===== config.mk =====
export PLATFORM = sky130hd
export DESIGN_NAME = keyed_slot_count_table
export DESIGN_NICKNAME = d
export VERILOG_FILES = /design/src/ksct_pkg.sv /design/src/keyed_slot_count_table.sv /design/src/ksct_ctrl.sv /design/src/ksct_dp.sv
export VERILOG_INCLUDE_DIRS = /design/src /design/src/src
export SDC_FILE = /design/constraint.sdc
export NUM_CORES = 1
export LEC_CHECK = 0
export BUFFER_PORTS_ARGS = -buffer_cell sky130_fd_sc_hd__buf_4
export CORE_ASPECT_RATIO = 0.5
export CORE_UTILIZATION = 40
export DETAILED_ROUTE_END_ITERATION = 8
export HOLD_SLACK_MARGIN = 0.05
export PLACE_DENSITY = 0.61
export SYNTH_ARGS = -nofsm -noshare
export SYNTH_HDL_FRONTEND = slang
export SYNTH_SLANG_ARGS = --single-unit

===== constraint.sdc =====
create_clock -name clk_i -period 6.8 [get_ports clk_i]
set_input_delay 1.36 -clock clk_i [delete_from_list [all_inputs] [get_ports clk_i]]
set_output_delay 1.36 -clock clk_i [all_outputs]
set_load 0.02 [all_outputs]

===== src/keyed_slot_count_table_assert.svh =====
// ---------------------------------------------------------------------------
// keyed_slot_count_table assertion macros
// Concurrent assertion wrappers on clk_i, with and without reset qualify.
// ---------------------------------------------------------------------------
`ifndef KEYED_SLOT_COUNT_TABLE_ASSERT_SVH
`define KEYED_SLOT_COUNT_TABLE_ASSERT_SVH

// Check prop at every clk_i edge outside reset.
`define KSCT_ASSERT(lbl, prop, msg) \
  lbl: assert property (@(posedge clk_i) disable iff (!rst_ni) (prop)) else $error(msg);

// Check prop at every clk_i edge, reset included.
`define KSCT_ASSERT_ALWAYS(lbl, prop, msg) \
  lbl: assert property (@(posedge clk_i) (prop)) else $error(msg);

`endif


===== src/ksct_pkg.sv =====
// ---------------------------------------------------------------------------
// ksct_pkg
// Shared types and constants of the keyed slot count table.
// ---------------------------------------------------------------------------
package ksct_pkg;

  localparam int unsigned SLOTS_DEF    = 16;
  localparam int unsigned KEY_BITS_DEF = 16;

  localparam int unsigned CAP_W      = 5;
  localparam logic [CAP_W-1:0] CAP_RESET = 5'd16;
  localparam int unsigned PADDR_W    = 3;
  localparam int unsigned PDATA_W    = 32;
  localparam logic [0:0] REG_CAPACITY = 1'b0;

  typedef enum logic {
    CMD_ADD    = 1'b0,
    CMD_REMOVE = 1'b1
  } cmd_e;

  typedef enum logic [1:0] {
    ST_OK        = 2'd0,
    ST_FULL      = 2'd1,
    ST_NOT_FOUND = 2'd2
  } status_e;

  typedef struct packed {
    cmd_e        cmd;
    logic [15:0] item_key;
    logic [15:0] amount;
  } req_t;

  typedef struct packed {
    status_e     status;
    logic [3:0]  slot_index;
    logic [31:0] new_count;
  } rsp_t;

  // controller -> datapath
  typedef struct packed {
    logic load;       // latch request, read slot 0
    logic advance;    // step to next slot
    logic commit;     // update current slot, report ok
    logic fail_idle;  // report failure of the incoming word (no slots in use)
    logic fail_scan;  // report failure of the latched word
  } ctrl_cmd_t;

  // datapath -> controller
  typedef struct packed {
    logic hit;        // current slot satisfies the request
    logic last;       // current slot is the last one in use
    logic n_zero;     // no slots in use
  } dp_status_t;

endpackage


===== src/keyed_slot_count_table.sv =====
// Scan: k slots are checked per word, k = 1 .. min(capacity, SLOTS), one slot per cycle
// through the single registered read port of the slot memory; a new word waits out the
// scan, and busy drops as the registered result strobe shows. With no slots in use the
// word fails at once and its strobe shows in the cycle after the accept.
// Reset: capacity 16, every slot empty at once through flip-flop occupancy flags.
// ---------------------------------------------------------------------------
// keyed_slot_count_table
// Table of keyed counters with add and remove requests and a capacity register.
// ---------------------------------------------------------------------------
module keyed_slot_count_table #(
  parameter int unsigned SLOTS    = ksct_pkg::SLOTS_DEF,
  parameter int unsigned KEY_BITS = ksct_pkg::KEY_BITS_DEF
) (
  input  logic                           clk_i,
  input  logic                           rst_ni,
  // request channel
  input  logic                           start,
  output logic                           busy,
  input  ksct_pkg::req_t                 req_i,
  // result channel
  output logic                           result_valid_o,
  output ksct_pkg::rsp_t                 rsp_o,
  // configuration port
  input  logic                           psel,
  input  logic                           penable,
  input  logic                           pwrite,
  input  logic [ksct_pkg::PADDR_W-1:0]   paddr,
  input  logic [ksct_pkg::PDATA_W-1:0]   pwdata,
  output logic [ksct_pkg::PDATA_W-1:0]   prdata,
  output logic                           pready
);
  import ksct_pkg::*;

  ctrl_cmd_t        cmd;
  dp_status_t       st;
  logic             cfg_we;
  logic [CAP_W-1:0] cap;

  // Register write completes in the access phase; only the capacity word
  // exists, writes to any other word are dropped.
  assign pready = 1'b1;
  assign cfg_we = psel && penable && pwrite && pready && (paddr[2] == REG_CAPACITY);

  // Read back the capacity; other words read as zero.
  assign prdata = (paddr[2] == REG_CAPACITY) ? PDATA_W'(cap) : '0;

  // Sequencer: accept, step slot by slot, stop on the first qualifying or last used slot.
  ksct_ctrl u_ctrl (
    .clk_i   (clk_i),
    .rst_ni  (rst_ni),
    .start_i (start),
    .st_i    (st),
    .cmd_o   (cmd),
    .busy_o  (busy)
  );

  // Slot storage, compare and update logic, and the result register.
  ksct_dp #(
    .SLOTS    (SLOTS),
    .KEY_BITS (KEY_BITS)
  ) u_dp (
    .clk_i          (clk_i),
    .rst_ni         (rst_ni),
    .req_i          (req_i),
    .cmd_i          (cmd),
    .st_o           (st),
    .cfg_we_i       (cfg_we),
    .cfg_wdata_i    (pwdata[CAP_W-1:0]),
    .cap_o          (cap),
    .rsp_o          (rsp_o),
    .result_valid_o (result_valid_o)
  );

endmodule


===== src/ksct_ctrl.sv =====
// ---------------------------------------------------------------------------
// ksct_ctrl
// Scan sequencer: accept a word, step through slots, end on hit or last slot.
// ---------------------------------------------------------------------------
module ksct_ctrl (
  input  logic                   clk_i,
  input  logic                   rst_ni,
  input  logic                   start_i,
  input  ksct_pkg::dp_status_t   st_i,
  output ksct_pkg::ctrl_cmd_t    cmd_o,
  output logic                   busy_o
);
  import ksct_pkg::*;
  `include "keyed_slot_count_table_assert.svh"

  typedef enum logic [1:0] {
    S_IDLE = 2'b01,
    S_SCAN = 2'b10
  } state_e;

  state_e state_q, state_d;

  always_comb begin
    state_d = state_q;
    cmd_o   = '0;
    unique case (state_q)
      S_IDLE: begin
        if (start_i) begin
          if (st_i.n_zero) begin
            cmd_o.fail_idle = 1'b1;
          end else begin
            cmd_o.load = 1'b1;
            state_d    = S_SCAN;
          end
        end
      end
      S_SCAN: begin
        priority if (st_i.hit) begin
          cmd_o.commit = 1'b1;
          state_d      = S_IDLE;
        end else if (st_i.last) begin
          cmd_o.fail_scan = 1'b1;
          state_d         = S_IDLE;
        end else begin
          cmd_o.advance = 1'b1;
        end
      end
      default: begin
        state_d = S_IDLE;
      end
    endcase
  end

  always_ff @(posedge clk_i or negedge rst_ni) begin
    if (!rst_ni) begin
      state_q <= S_IDLE;
    end else begin
      state_q <= state_d;
    end
  end

  assign busy_o = (state_q != S_IDLE);

  `KSCT_ASSERT_ALWAYS(a_one_action,
    $onehot0({cmd_o.load, cmd_o.advance, cmd_o.commit, cmd_o.fail_idle, cmd_o.fail_scan}),
    "more than one datapath command at once")
  `KSCT_ASSERT(a_no_step_past_end, cmd_o.advance |-> !st_i.last,
    "scan stepped beyond the last slot in use")
  `KSCT_ASSERT(a_scan_ends, (state_q == S_SCAN && (st_i.hit || st_i.last)) |=> !busy_o,
    "scan did not finish on hit or last slot")

endmodule


===== src/ksct_dp.sv =====
// ---------------------------------------------------------------------------
// ksct_dp
// Slot storage, capacity register, per-slot compare and update, result word.
// ---------------------------------------------------------------------------
module ksct_dp #(
  parameter int unsigned SLOTS    = ksct_pkg::SLOTS_DEF,
  parameter int unsigned KEY_BITS = ksct_pkg::KEY_BITS_DEF
) (
  input  logic                         clk_i,
  input  logic                         rst_ni,
  input  ksct_pkg::req_t               req_i,
  input  ksct_pkg::ctrl_cmd_t          cmd_i,
  output ksct_pkg::dp_status_t         st_o,
  input  logic                         cfg_we_i,
  input  logic [ksct_pkg::CAP_W-1:0]   cfg_wdata_i,
  output logic [ksct_pkg::CAP_W-1:0]   cap_o,
  output ksct_pkg::rsp_t               rsp_o,
  output logic                         result_valid_o
);
  import ksct_pkg::*;

  localparam int unsigned IDX_W = (SLOTS > 1) ? $clog2(SLOTS) : 1;
  localparam int unsigned N_W   = $clog2(SLOTS + 1);
  localparam int unsigned CMP_W = (N_W > CAP_W) ? N_W : CAP_W;

  // capacity register and slots in use
  logic [CAP_W-1:0] cap_q;
  logic [N_W-1:0]   n_use;

  always_ff @(posedge clk_i or negedge rst_ni) begin
    if (!rst_ni) begin
      cap_q <= CAP_RESET;
    end else if (cfg_we_i) begin
      cap_q <= cfg_wdata_i;
    end
  end

  assign n_use = (CMP_W'(cap_q) > CMP_W'(SLOTS)) ? N_W'(SLOTS) : N_W'(cap_q);
  assign cap_o = cap_q;

  // latched request and scan index
  cmd_e                cmd_q;
  logic [KEY_BITS-1:0] key_q;
  logic [15:0]         amt_q;
  logic [IDX_W-1:0]    idx_q;
  logic [IDX_W-1:0]    rd_addr;

  always_ff @(posedge clk_i) begin
    if (cmd_i.load) begin
      cmd_q <= req_i.cmd;
      key_q <= KEY_BITS'(req_i.item_key);
      amt_q <= req_i.amount;
    end
  end

  always_ff @(posedge clk_i or negedge rst_ni) begin
    if (!rst_ni) begin
      idx_q <= '0;
    end else if (cmd_i.load) begin
      idx_q <= '0;
    end else if (cmd_i.advance) begin
      idx_q <= idx_q + 1'b1;
    end
  end

  always_comb begin
    priority if (cmd_i.load) begin
      rd_addr = '0;
    end else if (cmd_i.advance) begin
      rd_addr = idx_q + 1'b1;
    end else begin
      rd_addr = idx_q;
    end
  end

  // key and count memory; contents of an empty slot are never looked at
  logic [KEY_BITS-1:0] key_mem_q [SLOTS];
  logic [31:0]         cnt_mem_q [SLOTS];
  logic [KEY_BITS-1:0] rd_key_q;
  logic [31:0]         rd_cnt_q;
  logic [31:0]         upd_cnt;

  always_ff @(posedge clk_i) begin
    if (cmd_i.commit) begin
      key_mem_q[idx_q] <= key_q;
      cnt_mem_q[idx_q] <= upd_cnt;
    end
    rd_key_q <= key_mem_q[rd_addr];
    rd_cnt_q <= cnt_mem_q[rd_addr];
  end

  // occupancy flags
  logic [SLOTS-1:0] used_q;
  logic             cur_used;

  assign cur_used = used_q[idx_q];

  always_ff @(posedge clk_i or negedge rst_ni) begin
    if (!rst_ni) begin
      used_q <= '0;
    end else if (cfg_we_i) begin
      // drop every slot at or above the new capacity
      for (int i = 0; i < SLOTS; i++) begin
        if (CMP_W'(i) >= CMP_W'(cfg_wdata_i)) begin
          used_q[i] <= 1'b0;
        end
      end
    end else if (cmd_i.commit) begin
      used_q[idx_q] <= (upd_cnt != '0) || (cmd_q == CMD_ADD);
    end
  end

  // compare and update of the current slot
  logic        key_eq;
  logic [32:0] sum;
  logic [31:0] sat_sum;
  logic [31:0] diff;
  logic        enough;
  logic        hit;

  assign key_eq  = (rd_key_q == key_q);
  assign sum     = {1'b0, rd_cnt_q} + 33'(amt_q);
  assign sat_sum = sum[32] ? '1 : sum[31:0];
  assign diff    = rd_cnt_q - 32'(amt_q);
  assign enough  = (rd_cnt_q >= 32'(amt_q));

  always_comb begin
    unique case (cmd_q)
      CMD_ADD: begin
        hit     = !cur_used || key_eq;
        upd_cnt = cur_used ? sat_sum : 32'(amt_q);
      end
      CMD_REMOVE: begin
        hit     = cur_used && key_eq && enough;
        upd_cnt = diff;
      end
      default: begin
        hit     = 1'b0;
        upd_cnt = '0;
      end
    endcase
  end

  assign st_o.hit    = hit;
  assign st_o.last   = (N_W'(idx_q) + 1'b1) >= n_use;
  assign st_o.n_zero = (n_use == '0);

  // result word, shown for one cycle
  rsp_t rsp_q;
  logic valid_q;

  always_ff @(posedge clk_i or negedge rst_ni) begin
    if (!rst_ni) begin
      valid_q <= 1'b0;
    end else begin
      valid_q <= cmd_i.commit || cmd_i.fail_idle || cmd_i.fail_scan;
    end
  end

  always_ff @(posedge clk_i) begin
    priority if (cmd_i.commit) begin
      rsp_q.status     <= ST_OK;
      rsp_q.slot_index <= 4'(idx_q);
      rsp_q.new_count  <= upd_cnt;
    end else if (cmd_i.fail_idle) begin
      rsp_q.status     <= (req_i.cmd == CMD_REMOVE) ? ST_NOT_FOUND : ST_FULL;
      rsp_q.slot_index <= '0;
      rsp_q.new_count  <= '0;
    end else if (cmd_i.fail_scan) begin
      rsp_q.status     <= (cmd_q == CMD_REMOVE) ? ST_NOT_FOUND : ST_FULL;
      rsp_q.slot_index <= '0;
      rsp_q.new_count  <= '0;
    end
  end

  assign rsp_o          = rsp_q;
  assign result_valid_o = valid_q;

endmodule


* After elaboration in Yosys (flattened, before gate mapping)
Memory sizes are Yosys's and may differ from the RTL's. A register that Yosys moved wholly into a read port is not among the register bits. Index checks and enable logic that the tools add are counted.
Storage, ports and cells: flip-flop bits (word level) 99, RAM bits 768, input port bits 74, output and inout port bits 73, logic and storage cells 167, memories kept 2
Cells by class: $add $sub $neg 4, order comparisons 21, equality and inequality tests 23, multiplexer cells 56, bitwise operators 2, reductions and logical operators 33
Memories:
- u_dp.cnt_mem_q | words 16, bits a word 32, read ports 1, clocked after memory_dff 1, wr ports 1, RTL line ksct_dp.sv:78 | logic [31:0] cnt_mem_q [SLOTS];
- u_dp.key_mem_q | words 16, bits a word 16, read ports 1, clocked after memory_dff 1, wr ports 1, RTL line ksct_dp.sv:77 | logic [KEY_BITS-1:0] key_mem_q [SLOTS];
Operator list (count):
- $mux W38 | 2
- $mux W32 | 2
- $pmux W32 S2 | 1
- $ge A4 B5 Y1 const A | 8
- $mux W36 | 1
- $ne A2 B1 Y1 const B | 17
- $add A32 B16 Y33 | 1
- $ge A32 B16 Y1 | 1
- $mux W1 | 32
- $mux W16 | 2
- $reduce_and A2 Y1 | 16
- $reduce_bool A32 Y1 | 1
- $sub A32 B16 Y32 | 1
- $ge A3 B5 Y1 const A | 4
- $bwmux W16 | 1
- $eq A16 B16 Y1 | 1
- $mux W2 | 7
- $ge A1 B5 Y1 const A | 2
- $ge A2 B5 Y1 const A | 2
- $mux W5 | 2
- $mux W4 | 2
- $logic_and A1 B1 Y1 | 6
- $add A4 B1 Y5 const B | 1
- $ge A5 B5 Y1 | 1
- other kinds (19) | 25

* Logic depth before layout (Yosys ltp)
Gate-level depths: netlist of run 1.
word-level depth 10, gate-level depth with buffers 18, mapped depth without buffers 15

* By module
A second synthesis of run 1 with hierarchy kept.
Unflattened totals: cells, all modules 3201, area total of the unflattened synthesis 39077.5 sq um
By module, submodules not included:
- ksct_dp | instances 1, cells each 3155, area an instance 38654.6 sq um, sequential area each 26786.9 sq um
- keyed_slot_count_table | instances 1, cells each 36, area an instance 271.5 sq um, sequential area each 0.0 sq um
- ksct_ctrl | instances 1, cells each 10, area an instance 151.4 sq um, sequential area each 51.3 sq um

* Worst setup path after synthesis of run 1
No wires, ideal clock.
path type register -> register, from register u_dp.amt_q[0], to memory u_dp.cnt_mem_q[13][0], enable pin, setup time 454 ps, arrival time 4602 ps, data required time 6346 ps, setup slack 1744 ps, stages on the path, launching flop included 11, path buffers 1, period minus slack after synthesis 5056 ps, cells stage by stage edfxtp_1 ha_1 fa_1 nand2b_1 a2111o_1 a31o_2 nand3b_2 and3_1 clkbuf_1 nand2_1 nor2_1
On the way: longest elaborated chain between the ends 7
Ends and longest elaborated chain:
- start, declared | RTL line ksct_dp.sv:44 | logic [15:0] amt_q;
- start signal, assigned | RTL line ksct_dp.sv:52 | amt_q <= req_i.amount;
- $ge A32 B16 Y1 | RTL line ksct_dp.sv:125 | assign enough = (rd_cnt_q >= 32'(amt_q));
- $logic_and A1 B1 Y1 | RTL line ksct_dp.sv:134 | hit = cur_used && key_eq && enough;
- $pmux W1 S2 | RTL line ksct_dp.sv:128 | unique case (cmd_q)
- $mux W1 | RTL line ksct_ctrl.sv:38 | priority if (st_i.hit) begin
- $mux W2 | RTL line ksct_ctrl.sv:26 | unique case (state_q)
- $mux W1 | RTL line ksct_dp.sv:84 | if (cmd_i.commit) begin
- $mux W1 (not written as such) | RTL line ksct_dp.sv:86 | cnt_mem_q[idx_q] <= upd_cnt;
- end, declared | RTL line ksct_dp.sv:78
Every way passes these cells.

* Worst setup path after layout of run 1
from register u_dp.amt_q[13], to register u_dp.rd_cnt_q[13] (read register of u_dp.cnt_mem_q)
On the way: longest elaborated chain between the ends 7
Ends and longest elaborated chain:
- $ge A32 B16 Y1 | RTL line ksct_dp.sv:125
- $logic_and A1 B1 Y1 | RTL line ksct_dp.sv:134
- $pmux W1 S2 | RTL line ksct_dp.sv:128
- $mux W1 | RTL line ksct_ctrl.sv:38
- $mux W2 | RTL line ksct_ctrl.sv:26
- $mux W4 | RTL line ksct_dp.sv:69 | end else if (cmd_i.advance) begin
- $mux W4
- end, declared | RTL line ksct_dp.sv:80 | logic [31:0] rd_cnt_q;
Every way passes these cells. A chain may end at the register's enable or synchronous reset.

==> results of run 1 <==
-- report_power, final --
group | internal (uW) | total, uW | switching (uW)
combinational | 1400 | 4720 | 3320
clock | 2900 | 5070 | 2180
sequential | 7220 | 7580 | 362
total | 11500 | 17400 | 5860
-- synthesized netlist by cell type, types with 7 or more instances --
| cell | number |
|---|---|
| nor2_1 | 140 |
| mux2i_1 | 152 |
| nand3_1 | 30 |
| a221oi_1 | 53 |
| or4_1 | 54 |
| edfxtp_1 | 837 |
| or3_1 | 150 |
| buf_4 | 31 |
| dfrtp_1 | 26 |
| and3_1 | 9 |
| xnor2_1 | 29 |
| clkbuf_1 | 118 |
| o22ai_1 | 51 |
| nand2b_1 | 16 |
| inv_1 | 46 |
| dfxtp_1 | 50 |
| xor2_1 | 38 |
| buf_1 | 7 |
| buf_2 | 49 |
| o32ai_1 | 51 |
| o21ai_1 | 28 |
| nand2_1 | 129 |
| nor3_1 | 79 |
| ha_1 | 41 |
| a21oi_1 | 94 |
| nor2b_1 | 14 |
| nor4_1 | 14 |
| a31oi_1 | 11 |
| o211ai_1 | 68 |
| and2_1 | 29 |
| a211oi_1 | 8 |
| nand4_1 | 16 |
| o21ai_0 | 165 |
-- cell families after synthesis --
kind of cell    Yosys count  share of synthesized area (%)
flops                   915                           69.9
simple gates            701                           9.64
compound gates          597                           10.2
buf+inv                 261                           3.07
mux                     158                           4.25
xor+xnor                 67                           1.53
fa+ha+maj                43                           1.44
other cells               2                         0.0196
-- layer usage --
layer  GRT usage, %  vias to the layer above
li1               -                    10700
met1           32.0                    12200
met2           31.9                     1042
met3           3.91                      136
met4           4.97                        0
met5              0                        -
-- state kept, by name (all words and copies together) (netlist names) --
register / cells
u_dp.rd_cnt_q: 32
u_dp.key_q: 16
u_dp.rd_key_q: 16
u_dp.key_mem_q: 256
u_dp.cmd_q: 1
u_dp.idx_q: 4
u_dp.result_valid_o: 1
u_dp.cnt_mem_q: 512
u_dp.cap_o: 5
u_dp.used_q: 16
u_dp.amt_q: 16
u_ctrl.state_q: 2
u_dp.rsp_o: 38
-- through the flow --
| stage | util, % | instance area (sq um) | setup WS [ns] | power, uW | instances |
|---|---|---|---|---|---|
| floorplan | - | 38500 | 1.74 | 10500 | 2770 |
| global placement | 43.3 | 40700 | 1.28 | 12300 | 3972 |
| detailed placement | 43.3 | 40700 | 1.21 | 12300 | 3972 |
| CTS | 46.5 | 43700 | 1.16 | 17400 | 4130 |
| global route | 46.5 | 43700 | 0.834 | 18100 | 4130 |
| finish | 46.5 | 43700 | 1.13 | 17400 | 4130 |
-- tightest hold or removal path: stages (launching register included) --
cell     delay (ns)
dfxtp_1        0.32
nand2_1        0.06
a31oi_1        0.07
-- worst paths after layout --
| check | from | to | slack (ns) | depth (start not counted) |
|---|---|---|---|---|
| worst min-delay path | u_dp.rsp_o[37]$_SDFFE_PP0P_ | u_dp.rsp_o[37]$_SDFFE_PP0P_ | 0.50 | 2 |
| max in group asynchronous | rst_ni | u_dp.cap_o[4]$_DFFE_PN1P_ | 5.86 | 1 |
| worst max register to register | u_dp.amt_q[13]$_DFFE_PP_ | u_dp.rd_cnt_q[13]$_DFF_P_ | 1.13 | 14 |
| worst max-delay path | u_dp.amt_q[13]$_DFFE_PP_ | u_dp.rd_cnt_q[13]$_DFF_P_ | 1.13 | 14 |
| worst min register to register | u_dp.rsp_o[37]$_SDFFE_PP0P_ | u_dp.rsp_o[37]$_SDFFE_PP0P_ | 0.50 | 2 |
| min in group asynchronous | rst_ni | u_dp.used_q[11]$_DFFE_PN0P_ | 0.61 | 1 |
-- cell type report --
class | count | share of cell area (%)
clock buffer | 116 | 5.50
clock inverter | 42 | 1.30
inverter | 50 | 0.452
multi-input combinational | 1594 | 24.5
sequential | 915 | 61.4
tap | 1255 | 3.59
timing repair buffer | 158 | 3.26
==> flow_summary.ini, run 1 <==
[drt]
first_pass_iters = 7
wl_met3_mm = 8.46
vias_per_cell = 5.83
top_layer = met4
drt_wl_total_mm = 105
met2RoutedLength_mm = 46.9
wl_per_cell_microns = 25.3
met1_length_mm = 47.4
drtAntennaViolNets = 0
first_iter_violations = 2898
vias = 24100
drc_errors = 0

[sta]
period_minus_slack_ns = 5.67
finalHoldViolCount = 0
fin_tns_setup_ns = 0
slew_viol_final = 0
fmax_ghz = 0.176
grt_setup_unrepaired = false
fin_worst_skew_ns = 0.0260
finalSetupViolCount = 0
period_share_pct = 83.4
worstMarginPinSlew_ns = 1.32
relSlewSlack_pct = 11.4
holdWs_ns = 0.500

[floorplanning]
dieArea_sq_mm = 0.0974
coreArea_sq_mm = 0.0940
die_x_microns = 440
initial_core_util_pct = 40.9
rows = 79
die_h_microns = 221
boundaryPins = 147

[clocking]
clkTransAtPathRegs_ns = 0.07
hold_buffers = 0
cts.sinks = 915
cts_resized = 0
postCtsSetupBuffers = 0
htreeDepth = 3
cts_made_buffers = 84
cts_buffer_depth = 3
cts_root_buffer = clkbuf_16
cts_tree = done
insertion_delay_ns = 0.68

[synth]
syn_area_per_cell_sq_um = 14.0
synthCells = 2744
synthesis.area_sq_mm = 0.0384
synthDistinctLibCells = 88
synth_top_area_share_pct = 65.4
synth_top_area_cell = edfxtp_1
yosysWarnings = 0
synth-async-reset-ratio_pct = 3.06
synth_top_flop_cell = edfxtp_1
synth_seq_cells = 915
synth_edf_count = 837
synth-seq-area-share_pct = 69.9
synth_area_leaders = edfxtp_1, mux2i_1, dfxtp_1, or3_1, o21ai_0

[grt]
grt_antenna_before_repair = 3
grt_pass1_vias = 23000
gr-total-overflow = 0
grt_pass1_wl_mm = 154
grt_usage_pct = 21.3
grt_max_degree = 146

[setup_path]
cp-start-kind = flip-flop
path_buf_inv = 3
cp-end-kind = flip-flop
cp_data_arrival_time_ns = 6.27
slowest_stage = nor4_1
path_class = reg2reg
crit_chain = inv_1 -> ha_1 -> nand4_1 -> nor4_1 -> nor4_4 -> nand3b_2 -> a21oi_4 -> xnor2_2 -> nand2_8 -> inv_2 -> buf_4 -> a21oi_1 -> a221oi_1 -> or4_1
cp_top_family = simple AND/OR/NAND/NOR gates
critPathMaxStageDelay_ns = 0.80
cp_max_fo = 37
crit_required_ns = 7.40

[power_and_ir_drop]
leakage_uw = 0.0152
pwr_density_cell_mw_per_mm2 = 398
peakVddDrop_v = 0.000237

[placement]
gp_congestion = 0.871
hpwlAfterDp_mm = 58.6
io_buffers = 89

[final_layout]
nets = 2920
final_common_cell = edfxtp_1
mostFrequentLayoutCells = edfxtp_1, o21ai_0, mux2i_1
multi_input_area_sq_mm = 0.0107
syn_to_final_growth_pct = 13.8
antenna_cells = 0
register_area_sq_mm = 0.0268
fill_cells = 8057
drive_gt1_share_pct = 12.3

[job]
maxCapViolations = 0

[hold_path]
worstHoldPathType = reg2reg

[outcome]
status = finished, final reports clean
Note: power is estimated with default switching activity, not from simulation.
==> inputs of run 2 (changes only) <==
--- a/config.mk
+++ b/config.mk
@@ -11,7 +11,7 @@
 export CORE_UTILIZATION = 40
 export DETAILED_ROUTE_END_ITERATION = 8
 export HOLD_SLACK_MARGIN = 0.05
-export PLACE_DENSITY = 0.61
+export PLACE_DENSITY = 0.63
 export SYNTH_ARGS = -nofsm -noshare
 export SYNTH_HDL_FRONTEND = slang
 export SYNTH_SLANG_ARGS = --single-unit
==> constraint.sdc (replaced) <==
create_clock -name clk_i -period 4.75 [get_ports clk_i]
set_input_delay 0.95 -clock clk_i [delete_from_list [all_inputs] [get_ports clk_i]]
set_output_delay 0.95 -clock clk_i [all_outputs]
set_load 0.02 [all_outputs]
==> run 2 against run 1 <==
Compared with the run above:
- flip-flop and latch count stayed put
- final cell count increased by 2.5%
- critical path depth grew 3
- die area unchanged
- via count increased by 2.7%
- sequential share of layout area shrank 1.3 points
- clock skew is 0.035 ns higher
- critical path type unchanged
- largest power group unchanged
- highest routed layer is now met5
==> flow_summary.ini, run 2 (same netlist as run 1, synthesis figures left out) <==
[floorplanning]
initial_core_util_pct = 40.9
rows = 79
die_h_microns = 221
boundaryPins = 147
die_x_microns = 440
dieArea_sq_mm = 0.0974
coreArea_sq_mm = 0.0940

[placement]
placed_cells_incl_taps = 4081
io_buffers = 89
gp_congestion = 0.936
hpwlAfterDp_mm = 65.0

[power_and_ir_drop]
swShare_pct = 33.9
seqPwrFrac_pct = 42.9
p_clk_share_pct = 26.7
comb_power_share_pct = 30.3
leakage_uw = 0.0157
p_int_uw = 16500
p_sw_uw = 8460
pwr_density_cell_mw_per_mm2 = 559
peakVddDrop_v = 0.000328
power_uw = 24900

[grt]
grt_antenna_before_repair = 4
grt_max_degree = 101
grt_pass1_vias = 23400
grt_pass1_wl_mm = 158
grt_usage_pct = 22.1
gr-total-overflow = 0

[final_layout]
drive_gt1_share_pct = 15.4
mostFrequentLayoutCells = edfxtp_1, buf_4, o21ai_0
final_common_cell = edfxtp_1
regMostFlops = u_dp.cnt_mem_q
syn_to_final_growth_pct = 16.2
layout.cells.non_filler = 4234
fill_cells = 8001
nets = 3028
largest_register_ffs = 512
multi_input_area_sq_mm = 0.0107
register_area_sq_mm = 0.0268

[setup_path]
crit_top_cell = buf_4
crit_required_ns = 5.25
reg2reg_from = u_dp.amt_q[15]$_DFFE_PP_
crit_chain = inv_1 -> ha_1 -> buf_4 -> nand4_1 -> nor4_1 -> buf_4 -> nor4_4 -> nand3b_2 -> a21oi_4 -> and2_1 -> a31oi_4 -> clkinv_2 -> o21a_4 -> buf_12 -> o211ai_1 -> o21ai_1 -> or4_1
path_class = reg2reg
cp_data_arrival_time_ns = 5.08
critPathMaxStageDelay_ns = 0.68
setup.worst_path.start = u_dp.amt_q[15]$_DFFE_PP_
cp_max_fo = 18
cp-start-kind = flip-flop
slowest_stage = or4_1
cp-end-kind = flip-flop

[sta]
fmax_ghz = 0.218
period_minus_slack_ns = 4.58
slew_viol_final = 0
finalHoldViolCount = 0
period_share_pct = 96.4
fin_tns_setup_ns = 0
relSlewSlack_pct = 29.2
grt_setup_unrepaired = false
holdWs_ns = 0.174
finalSetupViolCount = 0
worstMarginPinSlew_ns = 1.06
fin_worst_skew_ns = 0.0611

[clocking]
clkTransAtPathRegs_ns = 0.07
cts_tree = done
htreeDepth = 3
cts_made_buffers = 82
insertion_delay_ns = 0.69
hold_buffers = 0
cts_buffer_depth = 3
cts.sinks = 915
cts_root_buffer = clkbuf_16

[drt]
drtAntennaViolNets = 0
vias = 24800
vias_per_cell = 5.85
drt_wl_total_mm = 109
first_pass_iters = 5
wl_per_cell_microns = 25.8
drc_errors = 0
first_iter_violations = 2859

[outcome]
status = finished, final reports clean

[hold_path]
worstHoldPathType = in2async

[job]
maxCapViolations = 0
-- run 2: cell types whose count changed in the layout (fill, tap and decap cells not counted), sizes merged --
cell	previous run	this run
clkinv	21	36
clkbuf	116	104
diode	0	1
clkinvlp	6	2
buf	158	268
inv	55	54
bufinv	10	5
-- run 2: worst max-delay path: cells and delay by family (launching register included) --
kind | cells | cell delay [ns]
and+or+nand+nor | 6 | 1.77
AOI/OAI and AO/OA | 5 | 0.81
buffers and inverters | 5 | 0.92
adders and majority gates | 1 | 0.46
DFF | 1 | 0.43
-- run 2: power groups by stage --
stage / Clock [uW] / Sequential (uW) / Combinational [uW]
3_3_place_gp: 0 / 10900 / 7360
2_1_floorplan: 0 / 10800 / 4280
4_1_cts: 6770 / 10700 / 7480
3_5_place_dp: 0 / 10900 / 7430
6_report: 6660 / 10700 / 7570
5_1_grt: 7080 / 10700 / 8090
-- run 2: cell type report --
cell class / count / area share, %
inverters: 50 / 0.440
diodes: 1 / 0.00561
repair buffers: 268 / 5.89
clock buffers: 104 / 4.99
flip-flops and latches: 915 / 60.1
well taps: 1255 / 3.52
clock inverters: 47 / 1.01
multi-input cells: 1594 / 24.0
-- run 2: per-layer routing --
metal  GRT usage, %  share of wire (%)
met5              0              0.012
met4           5.45                1.9
met3           3.92                8.7
met2           33.2                 45
met1           33.1                 44
-- run 2: stage by stage --
stage	util (%)	worst slack, ns	area [sq um]
after global placement	44.6	-0.170	41900
final	47.5	0.172	44600
after floorplan	-	-0.306	38500
after detailed placement	44.6	-0.209	41900
after global routing	47.5	0.00529	44600
after CTS	47.4	0.0249	44600
-- run 2: what timing repair did --
item,CTS,global route
gates cloned,0,0
pin swaps,0,1
endpoints found under the setup margin,16,17
gates resized for setup,2,7
setup buffers,0,1
-- run 2: worst paths after layout --
| path | end | slack, ns | cells after the start |
|---|---|---|---|
| setup reg to reg | u_dp.rd_cnt_q[1]$_DFF_P_ | 0.17 | 17 |
| max in group asynchronous | u_ctrl.state_q[0]$_DFFE_PN1P_ | 4.26 | 1 |
| hold reg to reg | u_dp.used_q[15]$_DFFE_PN0P_ | 0.48 | 2 |
| hold / removal | u_dp.used_q[14]$_DFFE_PN0P_ | 0.17 | 1 |
| min in group clk_i | u_dp.key_q[13]$_DFFE_PP_ | 0.44 | 1 |
| setup / recovery | u_dp.rd_cnt_q[1]$_DFF_P_ | 0.17 | 17 |
